`src/rtl/lfuc_pkg.sv`:
```
// Shared types, constants and state codes for the LFU cache with LRU tie-break.
package lfuc_pkg;

	localparam int ENTRIES_DEF = 16;
	localparam int CAP_W       = 5;
	localparam int WORD_W      = 32;
	localparam int COUNT_W     = 32;
	localparam int STAMP_W     = 48;
	localparam logic [CAP_W-1:0] CAP_RESET = 5'd16;

	localparam logic CMD_GET = 1'b0;
	localparam logic CMD_PUT = 1'b1;

	typedef struct packed {
		logic                     cmd;
		logic signed [WORD_W-1:0] key;
		logic signed [WORD_W-1:0] value;
	} item_t;

	typedef struct packed {
		logic                     hit;
		logic signed [WORD_W-1:0] read_value;
		logic                     evicted;
		logic signed [WORD_W-1:0] evicted_key;
	} result_t;

	typedef struct packed {
		logic signed [WORD_W-1:0] key;
		logic signed [WORD_W-1:0] value;
		logic [COUNT_W-1:0]       count;
		logic [STAMP_W-1:0]       stamp;
	} entry_t;

	typedef enum logic [1:0] {
		ST_IDLE,
		ST_SCAN,
		ST_LAST,
		ST_FINISH
	} state_t;

	// Control from the sequencer to the selection unit.
	typedef struct packed {
		logic clear;
		logic rd_valid;
		logic entry_valid;
	} pick_ctl_t;

endpackage

```
`src/rtl/lfu_cache_lru_tiebreak.sv`:
```
// Top level of the LFU cache with LRU tie-break: sequencer, valid bits and result register.
//
//  channel  | signals                      | handshake
//  ---------+------------------------------+-------------------------------------
//  command  | start, busy, item            | word taken when start & !busy
//  result   | done, result                 | word shown for one cycle under done
//  config   | cfg_valid, cfg_ready, cfg_data| capacity written when valid & ready
//
// An operation scans n entries, where n is min(capacity, ENTRIES, 31): one entry
// memory read per cycle in ST_SCAN, ST_LAST for the read latency, then the write
// back in ST_FINISH, after which done is raised. Capacity zero skips the scan.
// Reset clears the valid bits, the stamp counter and the capacity to 16 at once.
// Results cannot be stalled; a new command may be taken in the cycle done is high.
module lfu_cache_lru_tiebreak #(
	parameter int ENTRIES = lfuc_pkg::ENTRIES_DEF
) (
	input  logic                                clk,
	input  logic                                arst_n,
	input  logic                                start,
	output logic                                busy,
	input  lfuc_pkg::item_t                     item,
	output logic                                done,
	output lfuc_pkg::result_t                   result,
	input  logic                                cfg_valid,
	output logic                                cfg_ready,
	input  logic [lfuc_pkg::CAP_W-1:0]          cfg_data
);

	// Capacity is five bits, so no slot above 30 is ever in use.
	localparam int USED = (ENTRIES < 31) ? ENTRIES : 31;
	localparam int IW   = (USED > 1) ? $clog2(USED) : 1;
	localparam logic [lfuc_pkg::CAP_W-1:0] USED_C = lfuc_pkg::CAP_W'(USED);

	lfuc_pkg::state_t state_q, state_d;

	logic [lfuc_pkg::CAP_W-1:0]   capacity_q;
	logic [lfuc_pkg::CAP_W-1:0]   n_q;
	logic [lfuc_pkg::CAP_W-1:0]   n_d;
	lfuc_pkg::item_t              item_q;
	logic [USED-1:0]              valid_q;
	logic [lfuc_pkg::STAMP_W-1:0] stamp_q;
	logic [IW-1:0]                addr_q;
	logic                         rd_s1;
	logic [IW-1:0]                idx_s1;
	logic                         done_q;
	lfuc_pkg::result_t            result_q;

	logic                         accept;
	logic                         last_addr;
	logic                         rd_en;
	lfuc_pkg::entry_t             rd_data;
	logic                         wr_en;
	logic [IW-1:0]                wr_addr;
	lfuc_pkg::entry_t             wr_data;
	logic                         set_valid;
	lfuc_pkg::result_t            result_d;
	lfuc_pkg::pick_ctl_t          pick_ctl;

	logic                               found;
	logic [IW-1:0]                      found_idx;
	logic signed [lfuc_pkg::WORD_W-1:0] found_value;
	logic [lfuc_pkg::COUNT_W-1:0]       found_count;
	logic                               free;
	logic [IW-1:0]                      free_idx;
	logic [IW-1:0]                      victim_idx;
	logic signed [lfuc_pkg::WORD_W-1:0] victim_key;
	logic [lfuc_pkg::COUNT_W-1:0]       bumped_count;

	assign accept    = start && (state_q == lfuc_pkg::ST_IDLE);
	assign n_d       = (capacity_q > USED_C) ? USED_C : capacity_q;
	assign last_addr = (lfuc_pkg::CAP_W'(addr_q) + lfuc_pkg::CAP_W'(1)) == n_q;
	assign bumped_count = (found_count == '1) ? found_count : found_count + 1'b1;

	always_comb begin
		state_d = state_q;
		case (state_q)
			lfuc_pkg::ST_IDLE: begin
				if (start) begin
					state_d = (n_d == '0) ? lfuc_pkg::ST_FINISH : lfuc_pkg::ST_SCAN;
				end
			end
			lfuc_pkg::ST_SCAN: begin
				if (last_addr) begin
					state_d = lfuc_pkg::ST_LAST;
				end
			end
			lfuc_pkg::ST_LAST:   state_d = lfuc_pkg::ST_FINISH;
			lfuc_pkg::ST_FINISH: state_d = lfuc_pkg::ST_IDLE;
			default:             state_d = lfuc_pkg::ST_IDLE;
		endcase
	end

	always_comb begin
		rd_en     = 1'b0;
		wr_en     = 1'b0;
		wr_addr   = found_idx;
		wr_data   = '{key: item_q.key, value: found_value, count: bumped_count,
			stamp: stamp_q};
		set_valid = 1'b0;
		result_d  = '0;
		case (state_q)
			lfuc_pkg::ST_SCAN: begin
				rd_en = 1'b1;
			end
			lfuc_pkg::ST_FINISH: begin
				if (item_q.cmd == lfuc_pkg::CMD_GET) begin
					result_d.hit = found;
					if (found) begin
						result_d.read_value = found_value;
						wr_en = 1'b1;
					end
				end else if (n_q != '0) begin
					wr_en = 1'b1;
					if (found) begin
						result_d.hit  = 1'b1;
						wr_data.value = item_q.value;
					end else begin
						set_valid     = 1'b1;
						wr_data.value = item_q.value;
						wr_data.count = lfuc_pkg::COUNT_W'(1);
						if (free) begin
							wr_addr = free_idx;
						end else begin
							wr_addr              = victim_idx;
							result_d.evicted     = 1'b1;
							result_d.evicted_key = victim_key;
						end
					end
				end
			end
			default: begin
			end
		endcase
	end

	always_ff @(posedge clk or negedge arst_n) begin
		if (!arst_n) begin
			state_q    <= lfuc_pkg::ST_IDLE;
			capacity_q <= lfuc_pkg::CAP_RESET;
			valid_q    <= '0;
			stamp_q    <= '0;
			rd_s1      <= 1'b0;
			done_q     <= 1'b0;
		end else begin
			state_q <= state_d;
			rd_s1   <= rd_en;
			done_q  <= (state_q == lfuc_pkg::ST_FINISH);
			if (cfg_valid) begin
				capacity_q <= cfg_data;
			end
			if (set_valid) begin
				valid_q[wr_addr] <= 1'b1;
			end
			if (wr_en) begin
				stamp_q <= stamp_q + 1'b1;
			end
		end
	end

	always_ff @(posedge clk) begin
		if (accept) begin
			item_q <= item;
			n_q    <= n_d;
			addr_q <= '0;
		end else if (rd_en) begin
			addr_q <= addr_q + IW'(1);
		end
		idx_s1 <= addr_q;
		if (state_q == lfuc_pkg::ST_FINISH) begin
			result_q <= result_d;
		end
	end

	assign pick_ctl.clear       = accept;
	assign pick_ctl.rd_valid    = rd_s1;
	assign pick_ctl.entry_valid = valid_q[idx_s1];

	lfuc_mem #(
		.DEPTH (USED),
		.IW    (IW)
	) u_mem (
		.clk     (clk),
		.rd_en   (rd_en),
		.rd_addr (addr_q),
		.rd_data (rd_data),
		.wr_en   (wr_en),
		.wr_addr (wr_addr),
		.wr_data (wr_data)
	);

	lfuc_pick #(
		.IW (IW)
	) u_pick (
		.clk         (clk),
		.arst_n      (arst_n),
		.ctl         (pick_ctl),
		.idx         (idx_s1),
		.data        (rd_data),
		.key         (item_q.key),
		.found       (found),
		.found_idx   (found_idx),
		.found_value (found_value),
		.found_count (found_count),
		.free        (free),
		.free_idx    (free_idx),
		.victim_idx  (victim_idx),
		.victim_key  (victim_key)
	);

	assign busy      = (state_q != lfuc_pkg::ST_IDLE);
	assign cfg_ready = 1'b1;
	assign done      = done_q;
	assign result    = result_q;

endmodule

```
`src/rtl/lfuc_mem.sv`:
```
// Entry memory: one write port and one synchronous read port.
module lfuc_mem #(
	parameter int DEPTH = lfuc_pkg::ENTRIES_DEF,
	parameter int IW    = 4
) (
	input  logic                 clk,
	input  logic                 rd_en,
	input  logic [IW-1:0]        rd_addr,
	output lfuc_pkg::entry_t     rd_data,
	input  logic                 wr_en,
	input  logic [IW-1:0]        wr_addr,
	input  lfuc_pkg::entry_t     wr_data
);

	lfuc_pkg::entry_t mem [DEPTH];
	lfuc_pkg::entry_t rd_data_q;

	always_ff @(posedge clk) begin
		if (wr_en) begin
			mem[wr_addr] <= wr_data;
		end
	end

	always_ff @(posedge clk) begin
		if (rd_en) begin
			rd_data_q <= mem[rd_addr];
		end
	end

	assign rd_data = rd_data_q;

endmodule

```
`src/rtl/lfuc_pick.sv`:
```
// Scan selection unit: tracks the key match, the first free slot and the eviction victim.
module lfuc_pick #(
	parameter int IW = 4
) (
	input  logic                               clk,
	input  logic                               arst_n,
	input  lfuc_pkg::pick_ctl_t                ctl,
	input  logic [IW-1:0]                      idx,
	input  lfuc_pkg::entry_t                   data,
	input  logic signed [lfuc_pkg::WORD_W-1:0] key,
	output logic                               found,
	output logic [IW-1:0]                      found_idx,
	output logic signed [lfuc_pkg::WORD_W-1:0] found_value,
	output logic [lfuc_pkg::COUNT_W-1:0]       found_count,
	output logic                               free,
	output logic [IW-1:0]                      free_idx,
	output logic [IW-1:0]                      victim_idx,
	output logic signed [lfuc_pkg::WORD_W-1:0] victim_key
);

	logic                               found_q;
	logic [IW-1:0]                      found_idx_q;
	logic signed [lfuc_pkg::WORD_W-1:0] found_value_q;
	logic [lfuc_pkg::COUNT_W-1:0]       found_count_q;
	logic                               free_q;
	logic [IW-1:0]                      free_idx_q;
	logic                               victim_q;
	logic [IW-1:0]                      victim_idx_q;
	logic signed [lfuc_pkg::WORD_W-1:0] victim_key_q;
	logic [lfuc_pkg::COUNT_W-1:0]       victim_count_q;
	logic [lfuc_pkg::STAMP_W-1:0]       victim_stamp_q;
	logic                               take_victim;

	// Lower count wins; on equal count the older stamp wins; full ties keep the earlier slot.
	assign take_victim = !victim_q || (data.count < victim_count_q) ||
		((data.count == victim_count_q) && (data.stamp < victim_stamp_q));

	always_ff @(posedge clk or negedge arst_n) begin
		if (!arst_n) begin
			found_q  <= 1'b0;
			free_q   <= 1'b0;
			victim_q <= 1'b0;
		end else if (ctl.clear) begin
			found_q  <= 1'b0;
			free_q   <= 1'b0;
			victim_q <= 1'b0;
		end else if (ctl.rd_valid) begin
			if (ctl.entry_valid) begin
				if (!found_q && data.key == key) begin
					found_q <= 1'b1;
				end
				if (take_victim) begin
					victim_q <= 1'b1;
				end
			end else if (!free_q) begin
				free_q <= 1'b1;
			end
		end
	end

	always_ff @(posedge clk) begin
		if (ctl.rd_valid && ctl.entry_valid) begin
			if (!found_q && data.key == key) begin
				found_idx_q   <= idx;
				found_value_q <= data.value;
				found_count_q <= data.count;
			end
			if (take_victim) begin
				victim_idx_q   <= idx;
				victim_key_q   <= data.key;
				victim_count_q <= data.count;
				victim_stamp_q <= data.stamp;
			end
		end
		if (ctl.rd_valid && !ctl.entry_valid && !free_q) begin
			free_idx_q <= idx;
		end
	end

	assign found       = found_q;
	assign found_idx   = found_idx_q;
	assign found_value = found_value_q;
	assign found_count = found_count_q;
	assign free        = free_q;
	assign free_idx    = free_idx_q;
	assign victim_idx  = victim_idx_q;
	assign victim_key  = victim_key_q;

endmodule

```
`config.mk`:
```
export PLATFORM = sky130hd
export DESIGN_NAME = lfu_cache_lru_tiebreak
export DESIGN_NICKNAME = d
export VERILOG_FILES = /design/src/rtl/lfuc_pkg.sv /design/src/rtl/lfu_cache_lru_tiebreak.sv /design/src/rtl/lfuc_mem.sv /design/src/rtl/lfuc_pick.sv
export SDC_FILE = /design/constraint.sdc
export NUM_CORES = 2
export LEC_CHECK = 0
export BUFFER_PORTS_ARGS = -buffer_cell sky130_fd_sc_hd__buf_2
export CORE_ASPECT_RATIO = 1.1
export CORE_MARGIN = 5
export CORE_UTILIZATION = 40
export DETAILED_ROUTE_END_ITERATION = 8
export PLACE_DENSITY_LB_ADDON = 0.05
export SLEW_MARGIN = 20
export SYNTH_ARGS = -nofsm -noshare
export SYNTH_HDL_FRONTEND = slang
export SYNTH_SLANG_ARGS = --single-unit
```
`constraint.sdc`:
```
create_clock -name clk -period 12.94 [get_ports clk]
set_input_delay 0 -clock clk [delete_from_list [all_inputs] [get_ports clk]]
set_output_delay 0 -clock clk [all_outputs]
set_load 0.05 [all_outputs]
```
# [Yosys cells after proc, flatten, opt, wreduce, memory -nomap -nowiden]
# Memory sizes are Yosys's and may differ from the RTL's. A register that Yosys moved wholly into a read port is not among the register bits.
# Index checks and enable logic that the tools add are counted.
[totals] n_memories=1 inputBits=74 latch_bits=0 word_cells=126 romBits=0 ramBits=2304 out_inout_bits=69 regBits=408
[op_classes] n_eq_ne=10 multipliers=0 reduce_logical=30 addsub=4 n_lt_le_gt_ge=6 n_shift=0 n_bitwise=4 div=0 n_mux=44
[mem_list] name="u_mem.mem" words=16 width=144 rd=1 rd_clocked_by_memory_dff=1 wr=1 line_no="lfuc_mem.sv:15" text="lfuc_pkg::entry_t mem [DEPTH];"
[op_table] cell="64-bit 2-to-1 mux" count=3
[op_table] cell="32-bit equality test" count=2
[op_table] cell="32-bit 2-to-1 mux" count=2
[op_table] cell="48-bit by 1-bit adder with 48-bit output (second input constant)" count=1
[op_table] cell="48-bit less-than comparator" count=1
[op_table] cell="33-bit 2-to-1 mux" count=1
[op_table] cell="32-bit by 1-bit adder with 32-bit output (second input constant)" count=1
[op_table] cell="32-bit equality test (second input constant)" count=1
[op_table] cell="32-bit less-than comparator" count=1
[op_table] cell="1-bit 2-to-1 mux" count=26
[op_table] cell="4-bit 2-to-1 mux" count=5
[op_table] cell="16-bit bitwise OR" count=1
[op_table] cell="4-bit by 5-bit less-than comparator with 1-bit output (second input constant)" count=2
[op_table] cell="2-bit nonzero test" count=5
[op_table] cell="2-bit case mux with 4 select lines" count=1
[op_table] cell="2-bit AND reduction" count=4
[op_table] cell="1-bit logical AND" count=7
[op_table] cell="2-bit 2-to-1 mux" count=3
[op_table] cell="2-bit inequality test (second input constant)" count=3
[op_table] cell="3-bit AND reduction" count=2
[op_table] cell="4-bit by 1-bit adder with 5-bit output (second input constant)" count=1
[op_table] cell="5-bit equality test" count=1
[op_table] cell="5-bit > comparator (second input constant)" count=1
[op_table] cell="5-bit logical NOT" count=1
[op_table] cell="other kinds (15)" count=22

# [Longest topological paths before layout]
[logic_depth] ltp_word=10 ltp_mapped=10 ltp_nobuf=8

# [Hierarchy]
# From an unflattened synthesis, not the netlist that was laid out.
[unflattened] cells_unflattened=5064 hier_area_um2=108813.1
[modules_own_cells] module="lfuc_mem" instances=1 seq_area_each_um2=73510.5 area_each_um2=90885.9 cells_each=3773
[modules_own_cells] module="lfu_cache_lru_tiebreak" instances=1 seq_area_each_um2=6072.1 area_each_um2=9820.7 cells_each=766
[modules_own_cells] module="lfuc_pick" instances=1 seq_area_each_um2=5720.5 area_each_um2=8106.5 cells_each=525

# [Worst setup path before layout]
# Ideal clock, no wire load.
[synth_path] kind="flip-flop to flip-flop" start="register state_q[0]" end="memory u_mem.mem[6][0] (netlist name) (enable)" setup_ns=0.649 t_required_ns=12.291 n_path_buf=1 stages_incl_launch_ff=8 synth_period_minus_slack_ns=9.935 setup_slack_ns=3.005 arrival_time_ns=9.286 path_cell_list="dfrtp_1 > ha_1 > o2111a_1 > buf_2 > mux2i_4 > and2_1 > nand2_1 > nor2_1"
[synth_between] elab_chain_len=4 elab_cells_between_ends=5 classes_between="1 x eq/ne; 4 x mux"
[synth_lines] element="start, declared" line_no="lfu_cache_lru_tiebreak.sv:34" text="lfuc_pkg::state_t state_q, state_d;"
[synth_lines] element="start signal, assigned" line_no="lfu_cache_lru_tiebreak.sv:138" text="state_q <= lfuc_pkg::ST_IDLE;"
[synth_lines] element="start signal, assigned" line_no="lfu_cache_lru_tiebreak.sv:145" text="state_q <= state_d;"
[synth_lines] element="2-bit equality test (*)" line_no="lfu_cache_lru_tiebreak.sv:101" text="case (state_q)"
[synth_lines] element="1-bit 2-to-1 mux" line_no="lfu_cache_lru_tiebreak.sv:101"
[synth_lines] element="1-bit 2-to-1 mux" line_no="lfuc_mem.sv:19" text="if (wr_en) begin"
[synth_lines] element="1-bit 2-to-1 mux (implied by the code)" line_no="lfuc_mem.sv:20" text="mem[wr_addr] <= wr_data;"
[synth_lines] element="end, declared" line_no="lfuc_mem.sv:15"
# Mark *: on every way between the ends. The rest lies on a longest branch, timed or not.

# [Worst setup path in the final report]
[layout_path] start="register state_q[0]" end="memory u_mem.mem[3][69] (netlist name) (enable)"
# The elaborated chain is that of the path after synthesis.

==> summary.md <==
| Metric | Value |
|---|---|
| Status | `finished, final reports clean` |
| PwrDens | `just over 200 nW/µm²` |
| CP startpoint kind | `flop` |
| Global-route wire length before repair | `379000 µm` |
| DRC viols | `0` |
| Final Net Count | `around 5300` |
| First-pass iteration count of the detailed router | `5` |
| Post-synth EDFFs | `2772` |
| CP cell instances | `ha_4 > o2111a_2 > buf_4 > nor2_1 > a21oi_1 > nand2_1 > nor2_4 > buf_4 > buf_4 > buf_4` |
| Crit share post-route | `0.464` |
| Vias in the first global route | `around 51000` |
| Post-synthesis sequential area ratio | `0.787` |
| Clk root buf | `clkbuf_16` |
| Final Hold Vio Count | `0` |
| Starting density of the core | `0.402` |
| Yosys Warn Count | `0` |
| Hold/Removal Path Class | `input pin to flop` |
| Worst r2r path cells | `10` |
| Max frequency | `0.167 GHz` |
| CP max-delay cell | `buf_4` |
| Pin count of the biggest net entering global routing | `109` |
| Layout cells sized above 1 | `0.270` |
| DP Wirelength | `133000 µm` |
| Worst r2r src | `state_q[0]` |
| Tot Pwr | `25.3 mW` |
| Syn nets | `4824` |
| Pins Over Slew Limit | `0` |
| Routed vias | `48759` |
| Worst path bufs/invs | `4` |
| Hold Crit Depth | `3` |
| Synth Cell Area | `around 110000 µm²` |
| Unrepaired setup endpoints after global routing | `no` |
| Clock slew at the register clock pins of the worst setup and hold paths | `60 ps` |
| Routed WL per cell | `29.5 µm` |
| Total CTS buffers | `between 300 and 400` |
| Min-delay src | `cfg_data[2]` |
| Largest buffer count on any clock path | `4` |
| IO Port Bufs | `141` |
| Die X | `506 µm` |
| Crit Path Max Fanout | `between 40 and 50` |
| Endpoint type of the worst setup path | `flop` |
| Setup TNS | `0 ps` |
| CORE AREA | `270000 µm²` |
| Synth Flop Type | `edfxtp_1` |
| Synth Instances | `4663` |
| Slew margin rel. | `0.258` |
| Final Hold Slack | `approximately 60 ps` |
| Hold path endpoint | `capacity_q[2]` |
| Io pins | `143` |
| Max Cap Viol | `0` |
| Initial DRC count | `3892` |
| GRT Resource Usage Total | `0.186` |
| CP peak stage delay | `830 ps` |
| Initial antenna violation count | `12` |
| Least-Margin Pin Slew | `1110 ps` |
| Area grow syn2layout | `15.2%` |
| Critical Path RT | `13380 ps` |
| CTS tree | `built` |
| Post-Syn Area per Cell | `23.2 µm²` |
| Final antenna-violating net count | `0` |
| Number of cells on the critical path | `10` |
| H-tree depth | `5` |
| Maximum vdd drop | `~0.15 mV` |
| Crit Path Class | `flop to flop` |
| Placed cell area | `about 110000 µm²` |
| Final Cell Area | `around 120000 µm²` |
| Die area | `281000 µm²` |
| Top cell by count, worst path | `buf_4` |
| Crit path DAT | `6440 ps` |
| Max Clock Skew | `about 50 ps` |
| Setup-failing EPs final | `0` |
| Tmin final | `6000 ps` |
| GRT overflow | `0` |
| Post-cts sizing count | `0` |
| Post-synth ARST share | `0.0266` |
| Drt via density | `5.46` |
| Final wirelength | `263000 µm` |
| Final RePlAce weighted congestion | `between 0.7 and 0.8` |
| Flops & latches, synth | `~2900` |
| Reg2reg end | `u_mem.mem[3][69]` |
| Clk sinks | `2856` |
| Die Ht | `556 µm` |
| Filler cell count | `22461` |
| Leak Pwr | `~40 nW` |
| # rows | `200` |
| Synth cell types | `68` |
| Later-pin clock latency in the skew report | `860 ps` |
| Reg2reg setup slack | `slightly below 7000 ps` |
| Crit path max-delay family | `buffers and inverters` |
==> registers in the layout, summed over array words and instances (netlist names), 2 cells and up <==
name and flops:
idx_s1 4, result 66, u_pick.victim_stamp_q 48, u_pick.found_value 32, u_pick.found_count 32, u_mem.rd_data 144, capacity_q 5, u_pick.victim_key 32
valid_q 16, addr_q 4, item_q 65, u_pick.victim_idx 4, u_pick.free_idx 4, n_q 5, stamp_q 48, u_mem.mem 2304
u_pick.victim_count_q 32, u_pick.found_idx 4, state_q 2
==> stage by stage <==
step	util	setup WS, ps	cells
floorplan	-	3000	4663
global placement	0.422	6930	8238
detailed placement	0.422	6870	8239
CTS	0.463	6830	8928
global route	0.463	6630	8929
finish	0.463	6940	8930
==> how the worst max path moves through the flow <==
stage               start                 to
2_1_floorplan  state_q[0]    u_mem.mem[6][0]
3_3_place_gp   state_q[0]  u_mem.mem[7][101]
3_5_place_dp   state_q[0]   u_mem.mem[3][81]
4_1_cts        state_q[0]   u_mem.mem[3][70]
5_1_grt        state_q[0]   u_mem.mem[3][76]
6_report       state_q[0]   u_mem.mem[3][69]
==> cell type report <==
| cell class | count | area [µm²] | share of cell area |
|---|---|---|---|
| diodes | 2 | 5.00 | 0.0000401 |
| clock buffers | 413 | 8360 | 0.0670 |
| clock inverters | 135 | 1210 | 0.00970 |
| inverters | 99 | 372 | 0.00298 |
| multi-input cells | 1516 | 22100 | 0.177 |
| flip-flops and latches | 2856 | 85300 | 0.683 |
| well taps | 3535 | 4420 | 0.0354 |
| repair buffers | 374 | 3050 | 0.0244 |
==> report_power, final <==
part / switching (mW) / internal (mW) / leakage (nW) / total, mW
sequential: 0.503 / 11.2 / 26.3 / 11.7
combinational: 2.84 / 2.38 / 8.70 / 5.22
clock: 3.56 / 4.87 / 4.66 / 8.43
total: 6.90 / 18.4 / 39.7 / 25.3
==> worst reg2reg max path, stage by stage (launching register included) <==
cell and delay, ps:
dfrtp_1 460, ha_4 800, o2111a_2 340, buf_4 500, nor2_1 130, a21oi_1 340, nand2_1 330, nor2_4 190
buf_4 740, buf_4 890, buf_4 830
==> placed cells by master, fill, tap and decap left out, types with 13 or more instances in the layout <==
cell type,synthesis,layout
ha_1,87,85
buf_12,0,19
a21o_1,14,14
and3_1,14,13
nand3_1,44,44
edfxtp_1,2772,2772
clkinv_2,0,41
clkbuf_8,0,15
nor3_1,15,13
nor2b_1,19,19
and2_1,69,68
clkbuf_1,118,85
buf_4,3,75
xor2_1,51,51
nand4_1,37,37
dfrtp_1,75,75
inv_1,99,99
a21oi_1,49,49
mux2_2,39,39
nor2_1,93,65
nor2_4,0,17
mux4_2,713,713
mux2i_1,18,18
a211oi_1,23,23
dlygate4sd3_1,0,140
buf_2,38,140
bufinv_16,0,16
xnor2_1,62,62
clkbuf_16,0,313
clkinv_1,0,55
nand2_1,64,63
==> metal layers <==
metal,GRT usage,vias up,wire (µm)
met4,0.0366,2,4530
met2,0.300,1062,127000
met3,0.0271,334,11500
li1,-,20588,-
met5,0,-,8
met1,0.272,26773,120000
==> logic make-up after synthesis <==
group,after synthesis,share of synthesized area
and+or+nand+nor,400,0.0197
adders and majority gates,87,0.0100
AOI/OAI and AO/OA,144,0.00893
buffers and inverters,291,0.0106
other,1,0.0000346
DFF,2856,0.787
muxes,771,0.154
xor gates and xnor gates,113,0.00914
==> Yosys cell counts, drive strengths merged, types with 14 or more instances <==
cell type / instances / area share
mux4: 713 / 0.15
xor2: 51 / 0.0041
edfxtp: 2772 / 0.77
mux2i: 19 / 0.0019
mux2: 39 / 0.0041
a21oi: 49 / 0.0023
inv: 99 / 0.0034
nand4: 38 / 0.0023
clkbuf: 118 / 0.0041
nand2: 65 / 0.0023
buf: 74 / 0.0031
dfrtp: 75 / 0.017
nand3: 45 / 0.0021
nor2: 93 / 0.0032
and2: 69 / 0.0040
and3: 14 / 0.00081
ha: 87 / 0.010
a211oi: 24 / 0.0018
nor2b: 19 / 0.0011
nor3: 16 / 0.00079
a21o: 14 / 0.00097
xnor2: 62 / 0.0050
==> repair_timing <==
item	CTS	global route
endpoints found under the hold margin	176	0
buffers inserted	0	0
hold buffers	141	0
setup endpoints to repair	0	0
(Power assumes the default switching activity.)
